$ cat src/bgc_pkg.sv
// shared types and constants of the button gesture classifier
`default_nettype none

package bgc_pkg;

  localparam int CFG_DATA_W  = 64;
  localparam int CFG_INDEX_W = 3;
  localparam int TIME_IN_W   = 32;
  localparam int ID_W        = 64;
  localparam int DEV_ID_W    = 16;
  localparam int WINDOW_W    = 16;
  localparam int GESTURE_W   = 2;

  // register indexes
  localparam logic [CFG_INDEX_W-1:0] REG_ACTIVE_HIGH     = 3'd0;
  localparam logic [CFG_INDEX_W-1:0] REG_LOCAL_MODE      = 3'd1;
  localparam logic [CFG_INDEX_W-1:0] REG_LOCAL_DEVICE_ID = 3'd2;
  localparam logic [CFG_INDEX_W-1:0] REG_SINGLE_EVENT_ID = 3'd3;
  localparam logic [CFG_INDEX_W-1:0] REG_DOUBLE_EVENT_ID = 3'd4;
  localparam logic [CFG_INDEX_W-1:0] REG_LONG_EVENT_ID   = 3'd5;
  localparam logic [CFG_INDEX_W-1:0] REG_WINDOW_MS       = 3'd6;

  localparam logic [WINDOW_W-1:0] WINDOW_RESET = 16'd500;

  // item commands
  localparam logic CMD_PIN  = 1'b0;
  localparam logic CMD_TICK = 1'b1;

  // gesture codes
  localparam logic [GESTURE_W-1:0] GEST_SINGLE = 2'd0;
  localparam logic [GESTURE_W-1:0] GEST_DOUBLE = 2'd1;
  localparam logic [GESTURE_W-1:0] GEST_LONG   = 2'd2;

  typedef struct packed {
    logic                active_high;
    logic                local_mode;
    logic [DEV_ID_W-1:0] local_device_id;
    logic [ID_W-1:0]     single_event_id;
    logic [ID_W-1:0]     double_event_id;
    logic [ID_W-1:0]     long_event_id;
    logic [WINDOW_W-1:0] window_ms;
  } cfg_t;

  typedef struct packed {
    logic                 cmd;
    logic                 pin_level;
    logic [TIME_IN_W-1:0] time_ms;
  } item_t;

  typedef struct packed {
    logic                 fire;
    logic [GESTURE_W-1:0] gesture;
    logic                 to_local;
    logic [ID_W-1:0]      target_id;
  } result_t;

endpackage

`default_nettype wire

$ cat src/bgc_item_if.sv
// input word channel: pin change or tick
`default_nettype none

interface bgc_item_if;
  logic                         valid;
  logic                         ready;
  logic                         cmd;
  logic                         pin_level;
  logic [bgc_pkg::TIME_IN_W-1:0] time_ms;

  modport source (output valid, output cmd, output pin_level, output time_ms, input ready);
  modport sink   (input valid, input cmd, input pin_level, input time_ms, output ready);
endinterface

`default_nettype wire

$ cat src/bgc_result_if.sv
// result word channel: classified gesture and its target id
`default_nettype none

interface bgc_result_if;
  logic                          valid;
  logic                          ready;
  logic [bgc_pkg::GESTURE_W-1:0] gesture;
  logic                          to_local;
  logic [bgc_pkg::ID_W-1:0]      target_id;

  modport source (output valid, output gesture, output to_local, output target_id, input ready);
  modport sink   (input valid, input gesture, input to_local, input target_id, output ready);
endinterface

`default_nettype wire

$ cat src/bgc_cfg_regs.sv
// configuration register file of the gesture classifier
`default_nettype none

module bgc_cfg_regs (
  input  wire logic                             clk,
  input  wire logic                             rst,
  input  wire logic                             cfg_we,
  input  wire logic [bgc_pkg::CFG_INDEX_W-1:0]  cfg_index,
  input  wire logic [bgc_pkg::CFG_DATA_W-1:0]   cfg_data,
  output bgc_pkg::cfg_t                         cfg
);

  always_ff @(posedge clk) begin
    if (rst) begin
      cfg.active_high     <= 1'b0;
      cfg.local_mode      <= 1'b0;
      cfg.local_device_id <= '0;
      cfg.single_event_id <= '0;
      cfg.double_event_id <= '0;
      cfg.long_event_id   <= '0;
      cfg.window_ms       <= bgc_pkg::WINDOW_RESET;
    end else if (cfg_we) begin
      unique case (cfg_index)
        bgc_pkg::REG_ACTIVE_HIGH:     cfg.active_high     <= cfg_data[0];
        bgc_pkg::REG_LOCAL_MODE:      cfg.local_mode      <= cfg_data[0];
        bgc_pkg::REG_LOCAL_DEVICE_ID: cfg.local_device_id <= cfg_data[bgc_pkg::DEV_ID_W-1:0];
        bgc_pkg::REG_SINGLE_EVENT_ID: cfg.single_event_id <= cfg_data;
        bgc_pkg::REG_DOUBLE_EVENT_ID: cfg.double_event_id <= cfg_data;
        bgc_pkg::REG_LONG_EVENT_ID:   cfg.long_event_id   <= cfg_data;
        bgc_pkg::REG_WINDOW_MS:       cfg.window_ms       <= cfg_data[bgc_pkg::WINDOW_W-1:0];
        default: ; // unused index, write dropped
      endcase
    end
  end

endmodule

`default_nettype wire

$ cat src/bgc_core.sv
// window state and gesture classification for one word per cycle while en is high
`default_nettype none

module bgc_core #(
  parameter int TIME_BITS = 32
) (
  input  wire logic            clk,
  input  wire logic            rst,
  input  wire logic            en,
  input  wire bgc_pkg::item_t  item,
  input  wire bgc_pkg::cfg_t   cfg,
  output bgc_pkg::result_t     result
);

  logic                 window_open;
  logic [TIME_BITS-1:0] press_time;
  logic [TIME_BITS-1:0] release_time;
  logic                 second_press;
  logic                 released;

  logic                 window_open_next;
  logic [TIME_BITS-1:0] press_time_next;
  logic [TIME_BITS-1:0] release_time_next;
  logic                 second_press_next;
  logic                 released_next;

  logic [63:0]          time_ext;
  logic [TIME_BITS-1:0] now;
  logic                 pressed;
  logic [TIME_BITS-1:0] elapsed;
  logic [TIME_BITS-1:0] held;
  logic [TIME_BITS-1:0] window_ext;
  logic [17:0]          window_x3;
  logic [TIME_BITS-1:0] long_thr;
  logic                 fire;

  always_comb begin
    time_ext = {{(64-bgc_pkg::TIME_IN_W){1'b0}}, item.time_ms};
    now      = time_ext[TIME_BITS-1:0];
    pressed  = cfg.active_high ? item.pin_level : ~item.pin_level;

    // apply the word to the window state
    window_open_next  = window_open;
    press_time_next   = press_time;
    release_time_next = release_time;
    second_press_next = second_press;
    released_next     = released;
    if (item.cmd == bgc_pkg::CMD_PIN) begin
      if (!window_open && pressed) begin
        window_open_next = 1'b1;
        press_time_next  = now;
      end else if (window_open && !pressed) begin
        release_time_next = now;
        released_next     = 1'b1;
      end else if (window_open && pressed) begin
        second_press_next = 1'b1;
      end
    end

    // window check against the time of this word
    window_ext = {{(TIME_BITS-bgc_pkg::WINDOW_W){1'b0}}, cfg.window_ms};
    elapsed    = now - press_time_next;
    held       = release_time_next - press_time_next;
    window_x3  = {2'b00, cfg.window_ms} + {1'b0, cfg.window_ms, 1'b0};
    long_thr   = {{(TIME_BITS-bgc_pkg::WINDOW_W){1'b0}}, window_x3[17:2]};
    fire       = window_open_next && (second_press_next || (elapsed >= window_ext));

    result.fire      = fire;
    result.to_local  = 1'b0;
    if (second_press_next) begin
      result.gesture   = bgc_pkg::GEST_DOUBLE;
      result.target_id = cfg.double_event_id;
    end else if (!released_next || (held > long_thr)) begin
      result.gesture   = bgc_pkg::GEST_LONG;
      result.target_id = cfg.long_event_id;
    end else if (cfg.local_mode) begin
      result.gesture   = bgc_pkg::GEST_SINGLE;
      result.to_local  = 1'b1;
      result.target_id = {{(bgc_pkg::ID_W-bgc_pkg::DEV_ID_W){1'b0}}, cfg.local_device_id};
    end else begin
      result.gesture   = bgc_pkg::GEST_SINGLE;
      result.target_id = cfg.single_event_id;
    end
  end

  always_ff @(posedge clk) begin
    if (rst) begin
      window_open  <= 1'b0;
      press_time   <= '0;
      release_time <= '0;
      second_press <= 1'b0;
      released     <= 1'b0;
    end else if (en) begin
      if (fire) begin
        window_open  <= 1'b0;
        press_time   <= '0;
        release_time <= '0;
        second_press <= 1'b0;
        released     <= 1'b0;
      end else begin
        window_open  <= window_open_next;
        press_time   <= press_time_next;
        release_time <= release_time_next;
        second_press <= second_press_next;
        released     <= released_next;
      end
    end
  end

endmodule

`default_nettype wire

$ cat src/button_gesture_classifier.sv
// top level of the button gesture classifier
//
// usage:
// - item channel takes one word per cycle while ready is high: a pin change (cmd pin, level and
//   timestamp) or a tick (cmd tick, current time in ms)
// - result channel gives one word each time a gesture window closes:
//   gesture code, to_local flag and the selected 64-bit target id
// - config port: cfg_we, cfg_index, cfg_data; write only while idle
// - a taken word waits in the input register and is classified from there; if
//   it closes a window, its result is loaded into the result register
// - throughput: one word per cycle unless the result register stalls; window
//   state update is combinational between the input and result registers
// - reset clears the window state and the valid flags of both word
//   registers and loads the register defaults (window of 500 ms, all ids zero)
// - when the result receiver stalls, the pending result holds; an empty
//   input register still takes one more word, then ready drops
`default_nettype none

module button_gesture_classifier #(
  parameter int TIME_BITS = 32
) (
  input  wire logic                            clk,
  input  wire logic                            rst,
  bgc_item_if.sink                             item,
  bgc_result_if.source                         result,
  input  wire logic                            cfg_we,
  input  wire logic [bgc_pkg::CFG_INDEX_W-1:0] cfg_index,
  input  wire logic [bgc_pkg::CFG_DATA_W-1:0]  cfg_data
);

  bgc_pkg::cfg_t    cfg;
  bgc_pkg::item_t   in_word;
  bgc_pkg::result_t core_result;

  logic in_valid;
  logic advance;

  // input register advances whenever the result register can take a word
  assign advance    = in_valid && (!result.valid || result.ready);
  assign item.ready = !in_valid || advance;

  always_ff @(posedge clk) begin
    if (rst) begin
      in_valid <= 1'b0;
    end else if (item.ready) begin
      in_valid <= item.valid;
    end
  end

  // payload needs no reset
  always_ff @(posedge clk) begin
    if (item.ready && item.valid) begin
      in_word.cmd       <= item.cmd;
      in_word.pin_level <= item.pin_level;
      in_word.time_ms   <= item.time_ms;
    end
  end

  bgc_cfg_regs u_cfg_regs (
    .clk       (clk),
    .rst       (rst),
    .cfg_we    (cfg_we),
    .cfg_index (cfg_index),
    .cfg_data  (cfg_data),
    .cfg       (cfg)
  );

  // state update and classification of the registered word
  bgc_core #(
    .TIME_BITS (TIME_BITS)
  ) u_core (
    .clk    (clk),
    .rst    (rst),
    .en     (advance),
    .item   (in_word),
    .cfg    (cfg),
    .result (core_result)
  );

  // result register: set on a closing window, cleared once taken
  always_ff @(posedge clk) begin
    if (rst) begin
      result.valid <= 1'b0;
    end else if (advance && core_result.fire) begin
      result.valid <= 1'b1;
    end else if (result.ready) begin
      result.valid <= 1'b0;
    end
  end

  always_ff @(posedge clk) begin
    if (advance && core_result.fire) begin
      result.gesture   <= core_result.gesture;
      result.to_local  <= core_result.to_local;
      result.target_id <= core_result.target_id;
    end
  end

endmodule

`default_nettype wire

$ cat src/flat_wrapper.sv
// flat-port wrapper written by rule: the top's interface ports become plain ports
module button_gesture_classifier_flat 
#(
  parameter int TIME_BITS = 32
)
  (clk, rst, cfg_we, cfg_index, cfg_data, item_valid, item_cmd, item_pin_level, item_time_ms, item_ready, result_valid, result_gesture, result_to_local, result_target_id, result_ready);
  bgc_item_if item_i ();
  bgc_result_if result_i ();
  input  wire logic clk;
  input  wire logic rst;
  input  wire logic cfg_we;
  input  wire logic [bgc_pkg::CFG_INDEX_W-1:0] cfg_index;
  input  wire logic [bgc_pkg::CFG_DATA_W-1:0] cfg_data;
  input wire logic [$bits(item_i.valid)-1:0] item_valid;
  input wire logic [$bits(item_i.cmd)-1:0] item_cmd;
  input wire logic [$bits(item_i.pin_level)-1:0] item_pin_level;
  input wire logic [$bits(item_i.time_ms)-1:0] item_time_ms;
  output wire logic [$bits(item_i.ready)-1:0] item_ready;
  output wire logic [$bits(result_i.valid)-1:0] result_valid;
  output wire logic [$bits(result_i.gesture)-1:0] result_gesture;
  output wire logic [$bits(result_i.to_local)-1:0] result_to_local;
  output wire logic [$bits(result_i.target_id)-1:0] result_target_id;
  input wire logic [$bits(result_i.ready)-1:0] result_ready;
  assign item_i.valid = item_valid;
  assign item_i.cmd = item_cmd;
  assign item_i.pin_level = item_pin_level;
  assign item_i.time_ms = item_time_ms;
  assign item_ready = item_i.ready;
  assign result_valid = result_i.valid;
  assign result_gesture = result_i.gesture;
  assign result_to_local = result_i.to_local;
  assign result_target_id = result_i.target_id;
  assign result_i.ready = result_ready;
  button_gesture_classifier #(.TIME_BITS(TIME_BITS)) u_core (.clk(clk), .rst(rst), .item(item_i), .result(result_i), .cfg_we(cfg_we), .cfg_index(cfg_index), .cfg_data(cfg_data));
endmodule
$ cat config.mk
export PLATFORM = sky130hd
export DESIGN_NAME = button_gesture_classifier_flat
export DESIGN_NICKNAME = d
export VERILOG_FILES = /design/src/bgc_pkg.sv /design/src/bgc_item_if.sv /design/src/bgc_result_if.sv /design/src/bgc_cfg_regs.sv /design/src/bgc_core.sv /design/src/button_gesture_classifier.sv /design/src/flat_wrapper.sv
export SDC_FILE = /design/constraint.sdc
export NUM_CORES = 1
export LEC_CHECK = 0
export BUFFER_PORTS_ARGS = -buffer_cell sky130_fd_sc_hd__buf_4
export CAP_MARGIN = 15
export CORE_ASPECT_RATIO = 0.6
export CORE_UTILIZATION = 60
export CTS_BUF_LIST = sky130_fd_sc_hd__clkbuf_8
export CTS_CLUSTER_DIAMETER = 60
export DETAILED_ROUTE_END_ITERATION = 8
export HOLD_SLACK_MARGIN = 0.1
export PLACE_DENSITY = 0.84
export SLEW_MARGIN = 40
export SYNTH_ARGS = -nofsm -noshare
export SYNTH_HDL_FRONTEND = slang
export SYNTH_HIERARCHICAL = 1
export SYNTH_SLANG_ARGS = --single-unit
export TNS_END_PERCENT = 50
$ cat constraint.sdc
create_clock -name clk -period 9.4 [get_ports clk]
set_input_delay 0.94 -clock clk [delete_from_list [all_inputs] [get_ports clk]]
set_output_delay 0.94 -clock clk [all_outputs]
set_load 0.005 [all_outputs]
==> impl_metrics.csv <==
group,metric,value,unit
run_status,outcome,"complete, no violations",
critical_path,max_stage_delay,670,ps
critical_path,reg2regPathDepth,31,
yosys,yosysTopAreaCell,"dfxtp_1",
placed_design,portBuffers,174,
timing,tns,0,ps
detailed_routing,post_drt_wl_per_cell,20.98,um
detailed_routing,wl,63.99,mm
layout,syn_to_final_growth,11.25,%
min_path,min_from,"u_core/u_core/press_time[23]",
timing,final_max_slew_viol_count,0,
yosys,ys_seq_elements,396,
timing,fin_crit,8393,ps
global_routing,grt_usage,32.02,%
pwr,fin_total_pwr,3.911,mW
detailed_routing,avgViaCountPerCell,6.258,
layout,n_fill_cell,2867,
clocking,clock-sinks,396,
detailed_routing,first_pass_iters,6,
timing,hold_viol,0,
timing,fmax,119.1,MHz
timing,relSlewSlack,37.28,%
yosys,netlist_top_cells_area,"dfxtp_1 (26%), edfxtp_1 (13%), mux2i_1 (11%)",
critical_path,critPathMaxFanout,65,
min_path,hold_end,"u_core/u_core/press_time[23]",
min_path,min_delay_path_depth,2,
critical_path,worstSetupEndpointType,"flop",
floorplan,coreArea,37780,sq um
yosys,synth_edf_count,101,
layout,final_common_cell,"nand2b_1",
timing,rsz0062_at_grt,"no",
floorplan,io-pin-count,175,
yosys,syn-cell-area,23050,sq um
yosys,async_reset_ff_share,0,%
critical_path,cp-start-kind,"flop",
detailed_routing,vias,19090,
global_routing,grt_start_max_net_pins,169,
global_routing,grt_overflow_total,0,
clocking,clkSlewWorstSetupHoldPaths,70,ps
yosys,syn_avg_cell_area,9.648,sq um
timing,worst_slew_pin_slew,940.8,ps
yosys,syn-num-nets,2602,
yosys,synth_warnings,6,
layout,seqCellArea,8940,sq um
critical_path,critical_path_class,"reg -> reg",
clocking,cts_setup_buffers,0,
placed_design,dpl_cell_area,24480,sq um
pwr,p_per_area,152.5,nW/um^2
timing,finalSetupViolCount,0,
critical_path,crit_slowest_cell,"a222oi_1",
clocking,numCtsBuffers,57,
layout,layout-drive-gt1-share,14.82,%
pwr,ir_drop,0.1148,mV
layout,final_area,25640,sq um
detailed_routing,drt-initial-drc-count,2178,
clocking,cts_tree,"done",
yosys,synthCells,2389,
timing,clock_skew,23.76,ps
placed_design,place.gp.congestion,1.006,
min_path,min_path_type,"reg -> reg",
clocking,root_buffer,"clkbuf_8",
clocking,htreeDepth,2,
global_routing,grt_pass1_vias,18520,
floorplan,initial_core_util,61.01,%
critical_path,r2r_end,"u_core/result.target_id[7]",
layout,antennaDiodeCount,0,
layout,finalNetCount,2702,
yosys,synthFlopType,"dfxtp_1",
pwr,power_leakage,11.22,nW
critical_path,cp_data_arrival_time,8760,ps
yosys,ys_seq_area_share,38.78,%
detailed_routing,detail-route-antenna-nets,0,
layout,multi_input_area,13110,sq um
floorplan,chipHeight,153.8,um
clocking,cts-resized-gates,0,
floorplan,die_w,255.0,um
yosys,synth_top_area_share,25.62,%
clocking,worstSkewPairLatency,640,ps
critical_path,rrSetupSlack,1010,ps
yosys,synth.distinct_cells,86,
placed_design,dp_hpwl,42.93,mm
critical_path,worst_ep_required_time,9770,ps
clocking,cts_buffer_depth,3,
clocking,hold_buffers,0,
timing,period_share,89.29,%
detailed_routing,route.detailed.drc,0,
global_routing,grt_first_pass_wirelength,100.4,mm
global_routing,antenna_found_initial,1,
critical_path,worstReg2RegStart,"u_core/u_core/window_open",
flow_run,maxCapViolCount,0,
layout,final_cell_mix,"nand2b_1 (299), dfxtp_1 (294), mux2i_1 (261)",
floorplan,die-area,39230,sq um
floorplan,fp-row-count,55,
-- synth_stat cells (13+ instances only) --
master	count
nand2b_1	299
dfxtp_1	295
mux2i_1	261
clkbuf_1	109
ha_1	105
nand2_1	104
nor2_1	104
edfxtp_1	101
o21ai_0	101
a21oi_1	91
a31oi_1	75
nor2b_1	67
nand4_1	61
inv_1	58
o31ai_1	54
mux2_2	43
a21o_1	39
xnor2_1	37
nand3_1	30
a22o_1	29
buf_2	25
o21bai_1	22
xor2_1	22
nor3_1	19
o21ai_1	15
and2_1	14
buf_6	14
a211oi_1	13
-- registers in the layout (all words and copies together) (netlist names), 2 cells and up --
register	count
u_core/u_core/press_time	32
u_core/result.gesture	2
u_core/in_word	34
u_core/u_cfg_regs/cfg	226
u_core/u_core/release_time	32
u_core/result.target_id	64
-- worst max-delay path by stage --
| stage | from | end | slack [ps] | cells past startpoint |
|---|---|---|---|---|
| global route | u_core/u_core/window_open | u_core/result.target_id[0] | 760 | 31 |
| floorplan | u_core/in_word[32] | u_core/result.gesture[0] | 930 | 21 |
| CTS | u_core/in_word[32] | u_core/result.target_id[4] | 1290 | 32 |
| finish | u_core/u_core/window_open | u_core/result.target_id[7] | 1010 | 31 |
| global placement | u_core/in_word[32] | u_core/result.target_id[2] | 1420 | 32 |
| detailed placement | u_core/in_word[32] | u_core/result.target_id[0] | 1340 | 32 |
-- logic make-up after synthesis --
kind of cell	share of synthesized area [%]
AO/OA/AOI/OAI	16.16
XOR/XNOR	2.313
adder cells (fa/ha/maj)	6.091
buffers and inverters	4.766
flip-flops	38.78
multiplexers	13.44
AND/OR/NAND/NOR	18.46
-- area by class of cell --
type | count | area share [%]
Tap cell | 513 | 2.503
Timing Repair Buffer | 202 | 6.138
Clock inverter | 38 | 0.7954
Clock buffer | 69 | 3.704
Sequential cell | 396 | 34.86
Inverter | 59 | 0.8637
Multi-Input combinational cell | 1773 | 51.13
-- where the power goes --
group	total, mW	switching, mW	internal (mW)
logic	0.706	0.436	0.270
clock network	1.39	0.694	0.697
registers	1.81	0.0290	1.79
total	3.91	1.16	2.75
-- routing by layer --
layer | share of wire (%) | global-route usage, % | vias to the layer above
met4 | 2.5 | 9.011 | 0
met1 | 45 | 46.84 | 9131
li1 | - | - | 8898
met5 | 0 | 0 | -
met2 | 43 | 47.97 | 927
met3 | 9.4 | 5.993 | 132
-- critical path, delay by kind of cell, from the launching register on --
kind | cells | cell delay [ps]
compound gates | 13 | 3410
xor+xnor | 1 | 170
fa+ha+maj | 3 | 750
buf+inv | 4 | 760
flops | 1 | 540
mux | 1 | 150
simple gates | 9 | 2290
-- stage by stage --
| stage | setup WS (ps) | std cells | hold slack, ps | util [%] |
|---|---|---|---|---|
| after floorplan | 926.9 | 2389 | 418.8 | - |
| after global placement | 1417 | 2940 | 433.3 | 64.63 |
| after detailed placement | 1341 | 2942 | 441.4 | 64.79 |
| after CTS | 1291 | 3049 | 455.1 | 67.85 |
| after global routing | 755.5 | 3050 | 458.7 | 67.87 |
| final | 1007 | 3050 | 454.5 | 67.87 |
Power figures use the tool's default switching activity.
